## config.mk

```make
export PLATFORM = sky130hd
export DESIGN_NAME = nsc_back
export DESIGN_NICKNAME = d
export VERILOG_FILES = /design/src/hdl/nsc_pkg.sv /design/src/hdl/nsc_back.sv
export SDC_FILE = /design/constraint.sdc
export NUM_CORES = 1
export LEC_CHECK = 0
export ABC_AREA = 1
export BUFFER_PORTS_ARGS = -buffer_cell sky130_fd_sc_hd__buf_2
export CELL_PAD_IN_SITES_DETAIL_PLACEMENT = 1
export CELL_PAD_IN_SITES_GLOBAL_PLACEMENT = 1
export CORE_MARGIN = 1
export CORE_UTILIZATION = 46
export DETAILED_ROUTE_END_ITERATION = 10
export GPL_ROUTABILITY_DRIVEN = 0
export PLACE_DENSITY = 0.82
export SYNTH_ARGS = -nofsm -noshare
export SYNTH_HDL_FRONTEND = slang
export SYNTH_SLANG_ARGS = --single-unit
```

## constraint.sdc

```tcl
create_clock -name clk -period 5.2 [get_ports clk]
set_clock_uncertainty 0.2 [all_clocks]
set_input_delay 0.26 -clock clk [delete_from_list [all_inputs] [get_ports clk]]
set_output_delay 0.26 -clock clk [all_outputs]
set_load 0.01 [all_outputs]
```

## src/hdl/nsc_pkg.sv

```systemverilog
// Package of the NMEA sentence checker: sizes, character codes, item types.
// No dependencies.
`default_nettype none
package nsc_pkg;

	localparam int MAX_LINE    = 128;
	localparam int CNT_W       = $clog2(MAX_LINE);
	localparam int QUEUE_DEPTH = 2;
	localparam int QPTR_W      = (QUEUE_DEPTH > 1) ? $clog2(QUEUE_DEPTH) : 1;
	localparam int QCNT_W      = $clog2(QUEUE_DEPTH + 1);

	localparam logic [7:0] CH_DOLLAR = 8'h24;
	localparam logic [7:0] CH_STAR   = 8'h2A;
	localparam logic [7:0] CH_COMMA  = 8'h2C;
	localparam logic [7:0] CH_NL     = 8'h0A;
	localparam logic [7:0] CH_A      = 8'h41;
	localparam logic [7:0] CH_ZERO   = 8'h30;

	// type tags including the closing comma, first char at index 0
	localparam logic [7:0] RMC_TAG [6] = '{8'h47, 8'h4E, 8'h52, 8'h4D, 8'h43, 8'h2C};
	localparam logic [7:0] GGA_TAG [6] = '{8'h47, 8'h4E, 8'h47, 8'h47, 8'h41, 8'h2C};

	localparam logic [1:0] KIND_OTHER = 2'd0;
	localparam logic [1:0] KIND_RMC   = 2'd1;
	localparam logic [1:0] KIND_GGA   = 2'd2;

	localparam logic [3:0] COMMA_MAX    = 4'd15;
	localparam logic [3:0] RMC_FIELD_AT = 4'd2;
	localparam logic [3:0] GGA_FIELD_AT = 4'd6;

	// classified byte, front to back
	typedef struct packed {
		logic [7:0] data;
		logic       is_dollar;
		logic       is_nl;
		logic       is_star;
		logic       is_comma;
		logic       is_nul;
		logic       hex_valid;
		logic [3:0] hex_val;
		logic [5:0] rmc_eq;
		logic [5:0] gga_eq;
	} item_t;

	typedef struct packed {
		logic              full;
		logic              valid;
		logic [QCNT_W-1:0] count;
	} q_status_t;

endpackage
`default_nettype wire

```

## src/hdl/nsc_back.sv

```systemverilog
// Back end: line state, checksum, kind and fix tracking, result register.
// Depends on nsc_pkg.
`default_nettype none
module nsc_back (
	input  wire  logic               clk,
	input  wire  logic               arst_n,
	input  wire  nsc_pkg::q_status_t q_stat,
	input  wire  nsc_pkg::item_t     head,
	output logic                     pop,
	output logic                     result_valid,
	input  wire  logic               result_ready,
	output logic [1:0]               sentence_kind,
	output logic                     checksum_ok,
	output logic                     has_fix,
	output logic [7:0]               fix_code
);

	logic                     in_line_q;
	logic [nsc_pkg::CNT_W-1:0] stored_q;
	logic [7:0]               run_xor_q;
	logic [7:0]               star_xor_q;
	logic                     star_seen_q;
	logic [7:0]               recv_q;
	logic                     hex_open_q;
	logic                     text_end_q;
	logic [1:0]               kind_cand_q;
	logic [3:0]               comma_q;
	logic [7:0]               fchar_q;
	logic                     ffound_q;
	logic                     res_valid_q;

	logic                     n_in_line;
	logic [nsc_pkg::CNT_W-1:0] n_stored;
	logic [7:0]               n_run_xor;
	logic [7:0]               n_star_xor;
	logic                     n_star_seen;
	logic [7:0]               n_recv;
	logic                     n_hex_open;
	logic                     n_text_end;
	logic [1:0]               n_kind_cand;
	logic [3:0]               n_comma;
	logic [7:0]               n_fchar;
	logic                     n_ffound;
	logic                     emit;
	logic [1:0]               r_kind;
	logic                     r_ok;
	logic                     r_fix;
	logic [7:0]               r_code;

	assign pop = q_stat.valid && (!res_valid_q || result_ready);

	always_comb begin
		logic [nsc_pkg::CNT_W-1:0] pos;
		logic [2:0]               idx;
		logic [3:0]               target;
		logic                     rmc;
		logic                     gga;
		pos         = stored_q;
		idx         = '0;
		target      = '0;
		rmc         = 1'b0;
		gga         = 1'b0;
		n_in_line   = in_line_q;
		n_stored    = stored_q;
		n_run_xor   = run_xor_q;
		n_star_xor  = star_xor_q;
		n_star_seen = star_seen_q;
		n_recv      = recv_q;
		n_hex_open  = hex_open_q;
		n_text_end  = text_end_q;
		n_kind_cand = kind_cand_q;
		n_comma     = comma_q;
		n_fchar     = fchar_q;
		n_ffound    = ffound_q;
		emit        = 1'b0;
		r_kind      = nsc_pkg::KIND_OTHER;
		r_ok        = 1'b0;
		r_fix       = 1'b0;
		r_code      = '0;

		if (head.is_dollar) begin
			n_in_line = 1'b1;
			n_stored  = nsc_pkg::CNT_W'(1);
			n_run_xor = '0; n_star_xor = '0; n_star_seen = 1'b0; n_recv = '0;
			n_hex_open = 1'b0; n_text_end = 1'b0; n_kind_cand = 2'b11;
			n_comma = '0; n_fchar = '0; n_ffound = 1'b0;
		end else if (in_line_q) begin
			if (stored_q < nsc_pkg::CNT_W'(nsc_pkg::MAX_LINE - 1)) begin
				n_stored = stored_q + 1'b1;
				if (!text_end_q) begin
					// type tag at positions 1..6
					if (pos >= nsc_pkg::CNT_W'(1) && pos <= nsc_pkg::CNT_W'(6)) begin
						idx = 3'(pos - 1'b1);
						if (!head.rmc_eq[idx]) n_kind_cand[0] = 1'b0;
						if (!head.gga_eq[idx]) n_kind_cand[1] = 1'b0;
					end
					if (head.is_nul) begin
						n_text_end = 1'b1;
						n_hex_open = 1'b0;
					end else begin
						if (hex_open_q) begin
							if (head.hex_valid) n_recv = {recv_q[3:0], head.hex_val};
							else n_hex_open = 1'b0;
						end
						if (head.is_star) begin
							n_star_xor  = run_xor_q;
							n_star_seen = 1'b1;
							n_recv      = '0;
							n_hex_open  = 1'b1;
						end
						n_run_xor = run_xor_q ^ head.data;
						target = n_kind_cand[0] ? nsc_pkg::RMC_FIELD_AT
							: nsc_pkg::GGA_FIELD_AT;
						if (head.is_comma) begin
							if (comma_q < nsc_pkg::COMMA_MAX) n_comma = comma_q + 1'b1;
							if (n_comma == target) n_ffound = 1'b1;
						end else if (comma_q == target && fchar_q == 8'h00) begin
							n_fchar = head.data;
						end
					end
				end
			end
			if (head.is_nl) begin
				emit   = 1'b1;
				rmc    = n_kind_cand[0] && (n_stored >= nsc_pkg::CNT_W'(7));
				gga    = n_kind_cand[1] && (n_stored >= nsc_pkg::CNT_W'(7));
				r_kind = rmc ? nsc_pkg::KIND_RMC : (gga ? nsc_pkg::KIND_GGA
					: nsc_pkg::KIND_OTHER);
				r_ok   = n_star_seen && (n_star_xor == n_recv);
				r_code = ((rmc || gga) && n_ffound) ? n_fchar : 8'h00;
				if (r_ok && (rmc || gga) && n_ffound)
					r_fix = rmc ? (n_fchar == nsc_pkg::CH_A) : (n_fchar != nsc_pkg::CH_ZERO);
				n_in_line = 1'b0;
				n_stored  = '0;
				n_run_xor = '0; n_star_xor = '0; n_star_seen = 1'b0; n_recv = '0;
				n_hex_open = 1'b0; n_text_end = 1'b0; n_kind_cand = 2'b11;
				n_comma = '0; n_fchar = '0; n_ffound = 1'b0;
			end
		end
	end

	always_ff @(posedge clk or negedge arst_n) begin
		if (!arst_n) begin
			in_line_q   <= 1'b0;
			stored_q    <= '0;
			run_xor_q   <= '0;
			star_xor_q  <= '0;
			star_seen_q <= 1'b0;
			recv_q      <= '0;
			hex_open_q  <= 1'b0;
			text_end_q  <= 1'b0;
			kind_cand_q <= 2'b11;
			comma_q     <= '0;
			fchar_q     <= '0;
			ffound_q    <= 1'b0;
			res_valid_q <= 1'b0;
		end else begin
			if (pop) begin
				in_line_q   <= n_in_line;
				stored_q    <= n_stored;
				run_xor_q   <= n_run_xor;
				star_xor_q  <= n_star_xor;
				star_seen_q <= n_star_seen;
				recv_q      <= n_recv;
				hex_open_q  <= n_hex_open;
				text_end_q  <= n_text_end;
				kind_cand_q <= n_kind_cand;
				comma_q     <= n_comma;
				fchar_q     <= n_fchar;
				ffound_q    <= n_ffound;
			end
			if (pop && emit) res_valid_q <= 1'b1;
			else if (result_ready) res_valid_q <= 1'b0;
		end
	end

	// result payload, loaded with a new result only
	always_ff @(posedge clk) begin
		if (pop && emit) begin
			sentence_kind <= r_kind;
			checksum_ok   <= r_ok;
			has_fix       <= r_fix;
			fix_code      <= r_code;
		end
	end

	assign result_valid = res_valid_q;

endmodule
`default_nettype wire
```

* Word-level counts from Yosys, hierarchy flattened
Cells that the tools add are included.
Operators by class: add/subtract/negate cells 3, order comparisons 6, equality and inequality tests 7, mux-type cells 120, bitwise gates (word level) 5, reductions and logical operators 27
Operators with widths (count):
- $mux W8 | 36
- $mux W4 | 14
- $mux W1 | 48
- $mux W7 | 6
- $mux W2 | 13
- $reduce_or A4 Y1 | 3
- $logic_and A1 B1 Y1 | 10
- $eq A4 B3 Y1 | 2
- $eq A8 B7 Y1 const B | 1
- $eq A8 B8 Y1 | 1
- $logic_not A8 Y1 | 1
- $ne A8 B6 Y1 const B | 1
- $xor A8 B8 Y8 | 1
- $add A7 B1 Y7 const B | 1
- $ge A7 B1 Y1 const B | 1
- $ge A7 B3 Y1 const B | 1
- $le A7 B3 Y1 const B | 1
- $lt A7 B7 Y1 const B | 1
- $bmux W1 S3 | 2
- $reduce_and A6 Y1 | 1
- $reduce_bool A3 Y1 | 2
- $reduce_and A5 Y1 | 1
- $add A4 B1 Y4 const B | 1
- $lt A3 B4 Y1 const B | 1
- 13 further kinds | 18
Storage, ports and cells: bits in registers 63, input port bits 37, output and inout port bits 14, logic and storage cells 186

* Logic depth before layout (Yosys ltp)
word-level depth 22, depth in mapped cells 19, mapped depth without buffers 18

* Worst setup path after synthesis
No wires, ideal clock.
path type register to register, start point register stored_q[0] in the netlist's numbering, end point register has_fix, data pin, library setup time 0.254 ns, arrival time 1.938 ns, data required time 4.746 ns, slack 2.808 ns, cell stages (with the launch flop) 18, buffers on the path 1, period minus slack after synthesis 2.392 ns, cell sequence dfrtp_1 > buf_6 > clkinv_8 > ha_1 > nand3_1 > nor2_1 > nor2_1 > nand2_1 > nand2_1 > nand2_2 > nand4_1 > nand2_1 > inv_1 > nand2_1 > nor2_1 > nand2_1 > nand2_1 > a21oi_2
Between the ends: cells in the longest elaborated chain, start to end 21, elaborated cells on any way between the ends 64, classes of those cells 2 x add/sub; 4 x order compare; 5 x eq/ne; 43 x mux; 1 x bitwise; 9 x reduce/logical
RTL lines:
- start: declaration | line nsc_back.sv:19 | logic [nsc_pkg::CNT_W-1:0] stored_q;
- start signal: assignment | line nsc_back.sv:160 | stored_q <= n_stored;
- $sub A3 B1 Y3 | line nsc_back.sv:93 | idx = 3'(pos - 1'b1);
- $bmux W1 S3 | line nsc_back.sv:94 | if (!head.rmc_eq[idx]) n_kind_cand[0] = 1'b0;
- $mux W1 (not written as such) | line nsc_back.sv:94
- $mux W1 | line nsc_back.sv:94
- $mux W2 | line nsc_back.sv:92 | if (pos >= nsc_pkg::CNT_W'(1) && pos <= nsc_pkg::CNT_W'(6)) begin
- $mux W2 | line nsc_back.sv:90 | if (!text_end_q) begin
- $mux W2 | line nsc_back.sv:88 | if (stored_q < nsc_pkg::CNT_W'(nsc_pkg::MAX_LINE - 1)) begin
- $mux W2 | line nsc_back.sv:87 | end else if (in_line_q) begin
- [5 not listed]
- $mux W8 / $mux W1 (equally long branches) | line nsc_back.sv:114, nsc_back.sv:97
- $mux W8 / $mux W1 (equally long branches) | line nsc_back.sv:97, nsc_back.sv:90
- $mux W8 / $mux W1 (equally long branches) | line nsc_back.sv:90, nsc_back.sv:88
- $mux W8 / $mux W1 (equally long branches) | line nsc_back.sv:88, nsc_back.sv:87
- $mux W8 / $mux W1 (equally long branches) | line nsc_back.sv:87, nsc_back.sv:81
- $mux W8 / $logic_and A1 B1 Y1 (equally long branches) | line nsc_back.sv:81, nsc_back.sv:131
- $ne A8 B6 Y1 (tied with other cells) | line nsc_back.sv:132 | r_fix = rmc ? (n_fchar == nsc_pkg::CH_A) : (n_fchar != nsc_pkg::CH_ZERO);
- $mux W1 / $reduce_or A4 Y1 (equally long branches)
- end signal: assignment | line nsc_back.sv:182 | has_fix <= r_fix;
- end: declaration | line nsc_back.sv:14 | output logic has_fix,
Several ways; a longest one is shown, not always the timed one. The select of a mux whose other input is x is not followed. A chain may end at the register's enable or synchronous reset.

* Worst setup path after layout
start point input head[20] in the netlist's numbering, end point register ffound_q
Between the ends: cells in the longest elaborated chain, start to end 3
RTL lines:
- start: declaration | line nsc_back.sv:8 | input wire nsc_pkg::item_t head,
- $mux W1 | line nsc_back.sv:123 | if (head.is_nl) begin
- $mux W1 | line nsc_back.sv:87
- $mux W1 | line nsc_back.sv:81 | if (head.is_dollar) begin
- end signal: assignment | line nsc_back.sv:170 | ffound_q <= n_ffound;
- end: declaration | line nsc_back.sv:29 | logic ffound_q;
Every way passes these cells. The select of a mux whose other input is x is not followed.

==> results.json <==
{
  "outcome": "complete, no violations",
  "worstHoldStart": "head[29]",
  "cts_max_level": 3,
  "die_x_um": 91.0,
  "vias": 3307,
  "cts_tree": "built",
  "port_buffers": 47,
  "ys.flop_type": "dfrtp_1",
  "cts_inserted_buffers": 9,
  "cap_violations": 0,
  "postSynthAreaPerCell_um2": 7.73,
  "slew_headroom_pct": 27.5,
  "pin_count": 51,
  "area_growth_pct": 15.7,
  "reg2reg_from": "stored_q[0]$_DFFE_PN0P_",
  "hp-class": "input pin to flop",
  "dp_hpwl_um": 6970,
  "num-nets-final": 570,
  "use_met2_pct": 43.6,
  "endpoint_kind": "flop",
  "drt-pass1-iter-count": 4,
  "hold_path_end": "run_xor_q[7]$_DFFE_PN0P_",
  "postSynthCellCount": 471,
  "cp.arrival_ns": 3.09,
  "peakVddDrop_mv": 0.163,
  "rsz0062_at_grt": "false",
  "r2r_setup_slack_ns": 2.18,
  "grt-busiest-layer": "met2",
  "cts-root-buf": "clkbuf_8",
  "cts.sinks": 63,
  "worstSetupStartpointType": "input pin",
  "finalCriticalPeriod_ns": 3.04,
  "worst_r2r_endpoint": "has_fix$_SDFFCE_PP0P_",
  "p_per_area_nw_per_um2": 312,
  "critPathMaxFanout": 24,
  "insertion_delay_ns": 0.34,
  "detail-route-antenna-nets": 0,
  "maxSlewViolCount": 0,
  "worst_pin_slew_ns": 1.08,
  "grt_usage_pct": 25.8,
  "fin_ws_ns": 2.16,
  "fp.dieH_um": 91.0,
  "fin_crit_sh_pct": 58.5,
  "worstPathRequired_ns": 5.24,
  "grt.met3_usage_pct": 3.69,
  "leakage_nw": 2.13,
  "yosys_warnings": 0,
  "syn_nets": 515,
  "hold_viol_final": 0,
  "overflow": 0,
  "grt_first_pass_wirelength_um": 16600,
  "tns_ns": 0,
  "core_area_um2": 7690,
  "cts_resized": 0,
  "ys_types": 39,
  "dieArea_um2": 8270,
  "wl_um": 9750,
  "num_rows": 32,
  "antenna_found_initial": 0,
  "async_flop_share_pct": 81.0,
  "drc": 0,
  "final_core_util_pct": 54.8,
  "via_per_inst": 5.22,
  "yosysSeqAreaShare_pct": 45.0,
  "diodes": 0,
  "place_area_um2": 3970,
  "cts.clk_slew.worst_paths_ns": 0.07,
  "setup_violations": 0,
  "power_mw": 1.31,
  "clk_path_buf_depth": 2,
  "criticalPathCategory": "input pin to flop",
  "place_ws_ns": 2.19,
  "wl_per_cell_um": 15.4,
  "fmax_ghz": 0.329,
  "whs_path_depth": 3,
  "grt_max_degree": 52,
  "synth_edf_count": 12,
  "fin_area_um2": 4210,
  "synth_area_um2": 3640,
  "drive_gt1_share_pct": 16.9,
  "grtUsageMet1_pct": 33.8,
  "grt_pass1_vias": 3485,
  "synth_seq_cells": 63,
  "reg2reg_depth": 16,
  "drt_iter0_drc": 180,
  "start_util_pct": 47.3
}
[layout by cell type (no fill, tap or decap), types with 3 or more instances in the layout]
cell type	synthesis	layout
a21oi_1	10	10
buf_2	0	47
clkbuf_8	0	9
dfrtp_1	49	49
dlygate4sd3_1	0	3
edfxtp_1	12	12
ha_1	7	7
inv_1	72	72
inv_2	4	4
nand2_1	122	122
nand2_2	5	5
nand3_1	17	17
nand4_1	11	11
nor2_1	52	52
nor2_2	3	3
nor3_1	7	7
o21ai_0	26	26
o21ai_1	6	6
o21ai_2	3	3
o22ai_1	20	20
or2_1	3	3
xor2_1	11	11
[routing by layer]
layer,up-vias,wire (um)
met4,0,183
met1,1624,4570
met3,13,277
li1,1623,-
met5,-,0
met2,47,4720
[Yosys cell counts (5+ instances only)]
cell type,instances,area share [%]
ha_1,7,2.4
a21oi_1,10,1.4
clkbuf_1,6,0.62
o21ai_1,6,0.83
nand3_1,17,2.3
nor3_1,7,0.96
nand4_1,11,1.9
o21ai_0,26,3.6
nand2_2,5,0.86
dfrtp_1,49,34
o22ai_1,20,3.4
nand2_1,122,13
nor2_1,52,5.4
edfxtp_1,12,9.9
xor2_1,11,2.6
inv_1,72,7.4
[timing repair]
| item | 4_1_cts | 5_1_grt |
|---|---|---|
| hold buffers | 3 | 0 |
| setup buffers | 0 | 0 |
| hold endpoints to repair | 51 | 0 |
[worst max path at each step]
| stage | slack [ns] | start | end |
|---|---|---|---|
| 4_1_cts | 2.15 | head[20] | ffound_q$_DFFE_PN0P_ |
| 6_report | 2.16 | head[20] | ffound_q$_DFFE_PN0P_ |
| 5_1_grt | 1.84 | stored_q[0]$_DFFE_PN0P_ | has_fix$_SDFFCE_PP0P_ |
| 3_3_place_gp | 2.30 | stored_q[0]$_DFFE_PN0P_ | has_fix$_SDFFCE_PP0P_ |
| 3_5_place_dp | 2.19 | stored_q[0]$_DFFE_PN0P_ | has_fix$_SDFFCE_PP0P_ |
| 2_1_floorplan | 2.81 | stored_q[0]$_DFFE_PN0P_ | has_fix$_SDFFCE_PP0P_ |
[sequential cells by signal, summed over array words and instances, names as in the netlist]
signal / count
star_seen_q: 1
fchar_q: 8
result_valid: 1
recv_q: 8
fix_code: 8
comma_q: 4
has_fix: 1
in_line_q: 1
stored_q: 7
ffound_q: 1
kind_cand_q: 2
sentence_kind: 2
text_end_q: 1
hex_open_q: 1
star_xor_q: 8
run_xor_q: 8
checksum_ok: 1
[cell type report]
type / instances / area (um^2)
inverters: 77 / 302
repair buffers: 52 / 280
multi-input cells: 323 / 1650
clock buffers: 11 / 131
flip-flops and latches: 63 / 1640
clock inverters: 5 / 82.6
fillers: 1009 / 3470
well taps: 102 / 128
[critical path, stage by stage]
cell and delay [ns]:
dlygate4sd3_1 0.54, buf_2 0.14, nor2_1 0.22, inv_1 0.20
nor2_1 0.71, inv_1 0.67, a21boi_0 0.34
[metrics by stage]
| stage | instances | hold WS, ns |
|---|---|---|
| after global routing | 633 | 0.0405 |
| after global placement | 614 | 0.227 |
| after floorplan | 471 | -0.236 |
| final | 633 | 0.0128 |
| after detailed placement | 614 | 0.233 |
| after CTS | 633 | 0.00201 |
[where the power goes]
group | switching [mW] | internal, mW
Combinational | 0.183 | 0.0913
Clock | 0.202 | 0.271
Sequential | 0.0310 | 0.535
[cells by family (layout without fill, tap and decap cells)]
group | Yosys count | count (layout) | synth area share [%]
adders and majority gates | 7 | 7 | 2.41
AOI/OAI and AO/OA | 75 | 75 | 12.1
DFF | 63 | 63 | 45.0
xor gates and xnor gates | 13 | 13 | 3.13
buffers and inverters | 85 | 145 | 9.63
and+or+nand+nor | 228 | 228 | 27.7
(Power assumes the default switching activity.)
